## config.mk

```make
export PLATFORM = sky130hd
export DESIGN_NAME = tar_archive_stream_walker_top
export DESIGN_NICKNAME = d
export VERILOG_FILES = /design/src/hdl/tasw_pkg.sv /design/src/hdl/tasw_walker.sv /design/src/hdl/tar_archive_stream_walker_top.sv
export VERILOG_INCLUDE_DIRS = /design/src /design/src/hdl
export SDC_FILE = /design/constraint.sdc
export NUM_CORES = 1
export LEC_CHECK = 0
export ABC_CLOCK_PERIOD_IN_PS = 6700
export BUFFER_PORTS_ARGS = -buffer_cell sky130_fd_sc_hd__buf_2
export CAP_MARGIN = 10
export CORE_AREA = 2 2 197 199
export CTS_CLUSTER_SIZE = 16
export DETAILED_ROUTE_END_ITERATION = 12
export DIE_AREA = 0 0 199 201
export MAX_ROUTING_LAYER = met4
export PLACE_DENSITY = 0.41
export SETUP_SLACK_MARGIN = 0.02
export SLEW_MARGIN = 5
export SYNTH_ARGS = -nofsm -noshare
export SYNTH_HDL_FRONTEND = slang
export SYNTH_HIERARCHICAL = 1
export SYNTH_SLANG_ARGS = --single-unit
export TNS_END_PERCENT = 50
```

## constraint.sdc

```tcl
create_clock -name clk -period 6.7 [get_ports clk]
set_input_delay 0.67 -clock clk [delete_from_list [all_inputs] [get_ports clk]]
set_output_delay 0.67 -clock clk [all_outputs]
set_load 0.05 [all_outputs]
```

## src/hdl/tar_archive_stream_walker_top_defines.svh

```systemverilog
// ----------------------------------------------------------------------------
// Assertion macros for the tar archive stream walker
// Clocked on clk, held off while arst_n is low. Define ASSERT_OFF to strip.
// ----------------------------------------------------------------------------
`ifndef TAR_ARCHIVE_STREAM_WALKER_TOP_DEFINES_SVH
`define TAR_ARCHIVE_STREAM_WALKER_TOP_DEFINES_SVH

`ifndef ASSERT_OFF
// Same-cycle implication: cond |-> prop.
`define TASW_ASSERT(lbl, cond, prop, msg) \
	lbl: assert property (@(posedge clk) disable iff (!arst_n) (cond) |-> (prop)) \
		else $error(msg);
// Next-cycle implication: cond |=> prop.
`define TASW_ASSERT_NEXT(lbl, cond, prop, msg) \
	lbl: assert property (@(posedge clk) disable iff (!arst_n) (cond) |=> (prop)) \
		else $error(msg);
`else
`define TASW_ASSERT(lbl, cond, prop, msg)
`define TASW_ASSERT_NEXT(lbl, cond, prop, msg)
`endif

`endif

```

## src/hdl/tasw_pkg.sv

```systemverilog
// ----------------------------------------------------------------------------
// tasw_pkg
// Shared types and constants of the tar archive stream walker.
// ----------------------------------------------------------------------------
`timescale 1ns / 1ps
`default_nettype none

package tasw_pkg;

	localparam int BLOCK_BYTES = 512;
	localparam int POS_W       = $clog2(BLOCK_BYTES);
	localparam int LEN_W       = 33;
	localparam int MEMBER_W    = 16;
	localparam int SIZE_DIGITS = 11;

	localparam logic [POS_W-1:0] BLOCK_LAST = POS_W'(BLOCK_BYTES - 1);
	localparam logic [POS_W-1:0] SIZE_FIRST = POS_W'(124);
	localparam logic [POS_W-1:0] SIZE_STOP  = POS_W'(124 + SIZE_DIGITS);
	localparam logic [POS_W-1:0] SIZE_LAST  = POS_W'(124 + SIZE_DIGITS - 1);

	localparam logic [7:0] CH_NUL   = 8'h00;
	localparam logic [7:0] CH_SPACE = 8'h20;
	localparam logic [7:0] CH_ZERO  = 8'h30;

	localparam logic [MEMBER_W-1:0] MEMBER_MAX = {MEMBER_W{1'b1}};

	typedef enum logic [1:0] {
		PH_HEADER  = 2'd0,
		PH_CONTENT = 2'd1,
		PH_PADDING = 2'd2,
		PH_TRAILER = 2'd3
	} phase_t;

	typedef struct packed {
		phase_t              kind;
		logic [MEMBER_W-1:0] number;
		logic [POS_W-1:0]    offset;
		logic [LEN_W-1:0]    length;
		logic                length_valid;
		logic                last;
	} tasw_result_t;

endpackage

`default_nettype wire

```

## src/hdl/tasw_walker.sv

```systemverilog
// ----------------------------------------------------------------------------
// tasw_walker
// Archive walk state and the per-beat labelling logic.
// ----------------------------------------------------------------------------
`timescale 1ns / 1ps
`default_nettype none

`include "tar_archive_stream_walker_top_defines.svh"

module tasw_walker (
	input  wire logic                 clk,
	input  wire logic                 arst_n,
	input  wire logic                 step_en,
	input  wire logic [7:0]           step_byte,
	output tasw_pkg::tasw_result_t    result
);
	import tasw_pkg::*;

	phase_t              phase_q, phase_d;
	logic [POS_W-1:0]    pos_q, pos_d;
	logic [LEN_W-1:0]    acc_q, acc_d, acc_v, acc_fold;
	logic                stop_q, stop_d, stop_v;
	logic [LEN_W-1:0]    rem_q, rem_d, rem_dec;
	logic [MEMBER_W-1:0] member_q, member_d;
	logic                empty_q, empty_d, empty_v;
	logic                block_end, in_field, count_en;

	assign block_end = (pos_q == BLOCK_LAST);
	assign in_field  = (pos_q >= SIZE_FIRST) && (pos_q < SIZE_STOP);
	assign rem_dec   = rem_q - LEN_W'(1);
	assign pos_d     = block_end ? '0 : pos_q + POS_W'(1);

	always_comb begin
		// clear the size parse at the first byte of a header
		acc_v   = (pos_q == '0) ? '0 : acc_q;
		stop_v  = (pos_q == '0) ? 1'b0 : stop_q;
		empty_v = (pos_q == '0) ? (step_byte == CH_NUL) : empty_q;
		acc_fold = {acc_v[LEN_W-4:0], 3'b000} + {{(LEN_W-8){1'b0}}, step_byte}
			- {{(LEN_W-8){1'b0}}, CH_ZERO};
	end

	always_comb begin
		phase_d  = phase_q;
		acc_d    = acc_q;
		stop_d   = stop_q;
		rem_d    = rem_q;
		empty_d  = empty_q;
		count_en = 1'b0;

		result.kind         = phase_q;
		result.number       = member_q;
		result.offset       = pos_q;
		result.length       = acc_q;
		result.length_valid = 1'b1;
		result.last         = 1'b0;

		unique case (phase_q)
			PH_HEADER: begin
				acc_d   = acc_v;
				stop_d  = stop_v;
				empty_d = empty_v;
				if (in_field && !stop_v) begin
					if (step_byte == CH_NUL || step_byte == CH_SPACE) begin
						stop_d = 1'b1;
					end else begin
						acc_d = acc_fold;
					end
				end
				result.length       = acc_d;
				result.length_valid = stop_d || (pos_q >= SIZE_LAST);
				if (block_end) begin
					if (empty_v) begin
						phase_d = PH_TRAILER;
					end else if (acc_d != '0) begin
						rem_d   = acc_d;
						phase_d = PH_CONTENT;
					end else begin
						result.last = 1'b1;
						count_en    = 1'b1;
					end
				end
			end
			PH_CONTENT: begin
				rem_d = rem_dec;
				if (rem_dec == '0) begin
					if (block_end) begin
						result.last = 1'b1;
						count_en    = 1'b1;
						phase_d     = PH_HEADER;
					end else begin
						phase_d = PH_PADDING;
					end
				end
			end
			PH_PADDING: begin
				if (block_end) begin
					result.last = 1'b1;
					count_en    = 1'b1;
					phase_d     = PH_HEADER;
				end
			end
			PH_TRAILER: begin
				result.length       = '0;
				result.length_valid = 1'b0;
			end
			default: begin
				phase_d = PH_HEADER;
			end
		endcase

		member_d = (count_en && member_q != MEMBER_MAX) ? member_q + MEMBER_W'(1) : member_q;
	end

	always_ff @(posedge clk or negedge arst_n) begin
		if (!arst_n) begin
			phase_q  <= PH_HEADER;
			pos_q    <= '0;
			acc_q    <= '0;
			stop_q   <= 1'b0;
			rem_q    <= '0;
			member_q <= '0;
			empty_q  <= 1'b0;
		end else if (step_en) begin
			phase_q  <= phase_d;
			pos_q    <= pos_d;
			acc_q    <= acc_d;
			stop_q   <= stop_d;
			rem_q    <= rem_d;
			member_q <= member_d;
			empty_q  <= empty_d;
		end
	end

	// content phase always has bytes left to count
	`TASW_ASSERT(a_content_left, phase_q == PH_CONTENT, rem_q != '0, "content with zero remaining")
	// padding never starts on a block boundary
	`TASW_ASSERT(a_pad_offset, phase_q == PH_PADDING, pos_q != '0, "padding at block start")
	// trailer is final
	`TASW_ASSERT_NEXT(a_trailer_sticky, phase_q == PH_TRAILER, phase_q == PH_TRAILER,
		"left trailer phase")

endmodule

`default_nettype wire

```

## src/hdl/tar_archive_stream_walker_top.sv

```systemverilog
// ----------------------------------------------------------------------------
// tar_archive_stream_walker_top
// A result beat passes from the input register to the result register after
// its input beat is accepted; a full result register can hold it back.
// Throughput: one archive byte per cycle while m_tready is held high.
// Input and result registers form a two-stage pipe; while a result waits, one
// further beat is taken into the input register and then input stalls. Reset
// (arst_n low) empties both stages and restarts the walk in header phase at
// block offset zero with a member count of zero.
// ----------------------------------------------------------------------------
`timescale 1ns / 1ps
`default_nettype none

`include "tar_archive_stream_walker_top_defines.svh"

module tar_archive_stream_walker_top (
	input  wire logic        clk,
	input  wire logic        arst_n,
	// archive byte stream in
	input  wire logic        s_tvalid,
	output logic             s_tready,
	input  wire logic [7:0]  s_tdata,   // [7:0] archive_byte
	// labelled byte stream out
	output logic             m_tvalid,
	input  wire logic        m_tready,
	output logic [71:0]      m_tdata,   // [7:0] byte_echo, [23:8] member_number,
	                                    // [32:24] offset_in_block, [65:33] member_length,
	                                    // [66] length_valid, [71:67] zero
	output logic [1:0]       m_tuser,   // [1:0] byte_kind
	output logic             m_tlast    // member_last
);
	import tasw_pkg::*;

	// stage 1: accepted byte
	logic         valid_s1;
	logic [7:0]   byte_s1;
	// stage 2: result beat
	logic         valid_s2;
	logic [7:0]   byte_s2;
	tasw_result_t result_s2;

	tasw_result_t step_result;
	logic         s2_free;
	logic         advance;

	// advance stage 1 into the result register when it is empty or being drained
	assign s2_free  = !valid_s2 || m_tready;
	assign advance  = valid_s1 && s2_free;
	assign s_tready = !valid_s1 || s2_free;

	always_ff @(posedge clk or negedge arst_n) begin
		if (!arst_n) begin
			valid_s1 <= 1'b0;
			valid_s2 <= 1'b0;
		end else begin
			if (s_tready) begin
				valid_s1 <= s_tvalid;
			end
			if (s2_free) begin
				valid_s2 <= valid_s1;
			end
		end
	end

	// payload registers: hold while stalled, no reset needed
	always_ff @(posedge clk) begin
		if (s_tvalid && s_tready) begin
			byte_s1 <= s_tdata;
		end
		if (advance) begin
			byte_s2   <= byte_s1;
			result_s2 <= step_result;
		end
	end

	// walk state advances exactly once per beat handed to the result stage
	tasw_walker u_walker (
		.clk       (clk),
		.arst_n    (arst_n),
		.step_en   (advance),
		.step_byte (byte_s1),
		.result    (step_result)
	);

	assign m_tvalid = valid_s2;
	assign m_tdata  = {5'b00000, result_s2.length_valid, result_s2.length,
		result_s2.offset, result_s2.number, byte_s2};
	assign m_tuser  = result_s2.kind;
	assign m_tlast  = result_s2.last;

	// trailer beats carry no length and never close a member
	`TASW_ASSERT(a_trailer_clean, valid_s2 && result_s2.kind == PH_TRAILER,
		!result_s2.length_valid && !result_s2.last && result_s2.length == '0,
		"trailer beat carries member data")
	// content beats belong to a member with a nonzero size
	`TASW_ASSERT(a_content_len, valid_s2 && result_s2.kind == PH_CONTENT,
		result_s2.length != '0 && result_s2.length_valid, "content beat without size")
	// a padding beat closes the member only on the last byte of the block
	`TASW_ASSERT(a_pad_last, valid_s2 && result_s2.kind == PH_PADDING,
		result_s2.last == (result_s2.offset == BLOCK_LAST), "padding last misplaced")

endmodule

`default_nettype wire

```

==> impl_metrics.ini <==
[run_status]
status = completed

[place]
gp_congestion = 0.9172
dp.cells = 1776
postPlaceCellArea_um2 = 12060
hpwl_um = 26010
portBuffers = 83

[cts]
cts_hold_buf = 0
clk_pin_slew_worst_paths_ps = 80
cts_tree = done
root_buffer = clkbuf_16
ctsResizeCount = 0
cts_buffer_depth = 2
htree_levels = 4
cts_sinks = 175
post-cts-setup-buffers = 0
clock_latency_ps = 470
numCtsBuffers = 17

[detailed_routing]
wl_um = 35570
post-route-drc-count = 0
first_pass_iters = 5
dr_total_vias = 9607
drt-initial-drc-count = 785
vias_per_cell = 5.314
final_antenna_net_count = 0
routedWlPerCell_um = 19.67

[logic_synthesis]
synth_area_per_cell_um2 = 9.049
ys_types = 85
synth_warnings = 6
synth_area_leaders = dfrtp_1 (22%), edfxtp_1 (21%), nand2_1 (6.0%)
ys_ff_latch = 175
synth_top_area_share_pct = 21.67
synthFlopType = dfrtp_1
postSynthCellCount = 1238
ys_seq_area_share_pct = 42.57
synth_edf_count = 78
post-synth-top-area-cell = dfrtp_1
syn-cell-area_um2 = 11200
ys_async_sr_fraction_pct = 55.43

[timing]
max_freq_ghz = 0.1711
setup_tns_ps = 0
finClkSkew_ps = 17.09
relSlewSlack_pct = 29.44
post-route-min-period_ps = 5844
hold_violations = 0
grt_setup_unrepaired = false
fin_crit_sh_pct = 87.23
finalSetupViolCount = 0
slew_violations = 0
whs_ps = 184.3
tightest_slew_ps = 1058

[final_layout]
areaGrowthSynthToFinish_pct = 12.94
nets = 1329
num_antenna_cells = 0
finalNonFillerCells = 1808
finalInstanceArea_um2 = 12650
drive_gt1_share_pct = 14.42
fin_util_pct = 33.21

[die]
io_pins = 89
start_util_pct = 29.40
core_um2 = 38110
rows = 72
die_x_um = 199
dieArea_um2 = 40000
die_h_um = 201

[setup_path]
critPathKind = reg -> reg
timing.rr.start = u_walker/pos_q[1]
slowest_delay_ps = 510
critical_path.slowest_cell = or4_1
rrSetupSlack_ps = 860
cp-start-kind = flop
crit_buf_inv = 4
required_ps = 7070
reg2reg_depth = 23
crit_chain = inv_1 -> ha_1 -> nor4b_4 -> nand2_1 -> buf_4 -> nand2_1 -> ha_1 -> inv_1 -> ha_1 -> inv_1 -> fa_1 -> nand2b_1 -> a21oi_1 -> o22ai_1 -> a211oi_1 -> nor3_1 -> o31ai_1 -> xnor2_1 -> a31oi_1 -> or4_1 -> o21a_2 -> nor2_1 -> mux2_2
r2r-end = u_walker/member_q[1]
cp.depth = 23
crit_fanout = 16
cp.arrival_ps = 6210
path_delay_family = compound AO/OA/AOI/OAI gates
cp-end-kind = flop

[power_and_ir_drop]
switching_share_pct = 31.38
power.density_nw_per_um2 = 210.9
ir_worst_vdd_uv = 189.3
pwr-share-seq_pct = 47.0
netSwitchingPower_w = 0.0008375
pwr-share-comb_pct = 14.6
clkPwrFrac_pct = 38.4
power.leakage_nw = 5.254
p_int_w = 0.001832

[global_route]
overflow = 0
grt_usage_pct = 18.72
grt_max_degree = 66
antenna_found_initial = 1
grt_pass1_wl_um = 54860
grt_pass1_vias = 9027

[min_path]
hold_class = in -> async

[job]
cap_violations = 0
==> power by group through the flow <==
stage | clock network [W] | registers, W | logic (W)
final | 0.00103 | 0.00125 | 0.000390
after global routing | 0.00109 | 0.00127 | 0.000423
after CTS | 0.00106 | 0.00125 | 0.000396
after detailed placement | 0 | 0.00128 | 0.000394
after global placement | 0 | 0.00128 | 0.000394
after floorplan | 0 | 0.00136 | 0.000197
==> stage by stage <==
stage,setup slack (ps),power [W]
after detailed placement,862.4,0.001671
after global placement,903.1,0.001669
after floorplan,956.5,0.001557
after CTS,834.6,0.002708
final,855.6,0.002669
after global routing,400.1,0.002783
==> layout make-up <==
class                      count  area [um2]
clock inverter                14       161.4
multi-input combinational    915        5758
inverter                      55       206.4
fill                        3963       25450
tap                          518       648.1
clock buffer                  18       429.2
timing repair buffer         113       680.7
sequential                   175        4770
==> layer usage <==
metal,vias to the layer above,wire length (um),track usage (%)
met5,-,0,-
met4,0,850,6.290
met3,48,1648,3.276
met2,244,16100,27.55
met1,4686,16970,25.90
li1,4629,-,-
==> cells in the final DEF (no fill, tap or decap), types with 8 or more instances in the layout <==
cell type  instances
a211o_1           24
xor2_1            26
o32ai_1           16
buf_2             82
buf_4             28
a21oi_1           51
ha_1              38
nand4_1           17
or3_1             12
o21ai_0           97
nor4b_1           13
nand2b_1          11
clkbuf_16         17
nor3_1            28
a22o_1             8
nor2_1            71
a21o_1            11
and2_1            10
nand2_1          179
o31ai_1           18
a31oi_1           20
nor4_1            28
a211oi_1          11
nand3_1           52
mux2i_1            8
and3_1            14
inv_1             55
nor3_2             9
xnor2_1           16
edfxtp_1          78
dfrtp_1           97
==> cell families after synthesis <==
family | Yosys count | synth area share (%)
DFF | 175 | 42.57
muxes | 12 | 1.117
other | 1 | 0.03347
xor gates and xnor gates | 42 | 3.283
AOI/OAI and AO/OA | 320 | 19.28
adders and majority gates | 40 | 4.534
and+or+nand+nor | 496 | 22.95
buffers and inverters | 152 | 6.232
==> synth_stat cells, drive strengths merged (4+ instances only) <==
library cell  count
and3             14
nand2           181
o31ai            20
a31oi            20
xor2             26
dfrtp            97
nor3b             7
o21a              5
a211oi           12
clkbuf           68
xnor2            16
nor3             37
o22ai             5
nor2b             7
buf              29
o211ai            6
a21o             11
edfxtp           78
ha               39
and2             12
a21oi            51
nor4b            14
mux2i             8
a211o            24
or2               4
nand3            52
inv              55
nand2b           11
or3              12
and4              6
nor2             71
nor4             31
o32ai            16
mux2              4
a22o              8
o21ai           101
or4               7
nand4            18
nand3b            6
o311ai            6
==> registers in the layout, summed over array words and instances, names as in the netlist <==
signal             count
m_tdata               59
u_walker/acc_q        33
u_walker/rem_q        33
u_walker/member_q     16
u_walker/pos_q         9
byte_s1                8
byte_s2                8
m_tuser                2
u_walker/phase_q       2
m_tlast                1
m_tvalid               1
u_walker/empty_q       1
u_walker/stop_q        1
valid_s1               1
==> how the worst max path moves through the flow <==
stage / startpoint / endpoint / slack (ps)
floorplan: u_walker/pos_q[0] / u_walker/member_q[1] / 960
global placement: u_walker/pos_q[0] / u_walker/rem_q[24] / 900
detailed placement: u_walker/pos_q[1] / u_walker/member_q[1] / 860
CTS: u_walker/pos_q[1] / u_walker/member_q[1] / 830
global route: u_walker/pos_q[1] / u_walker/member_q[1] / 400
finish: u_walker/pos_q[1] / u_walker/member_q[1] / 860
Note: power is estimated with default switching activity, not from simulation.
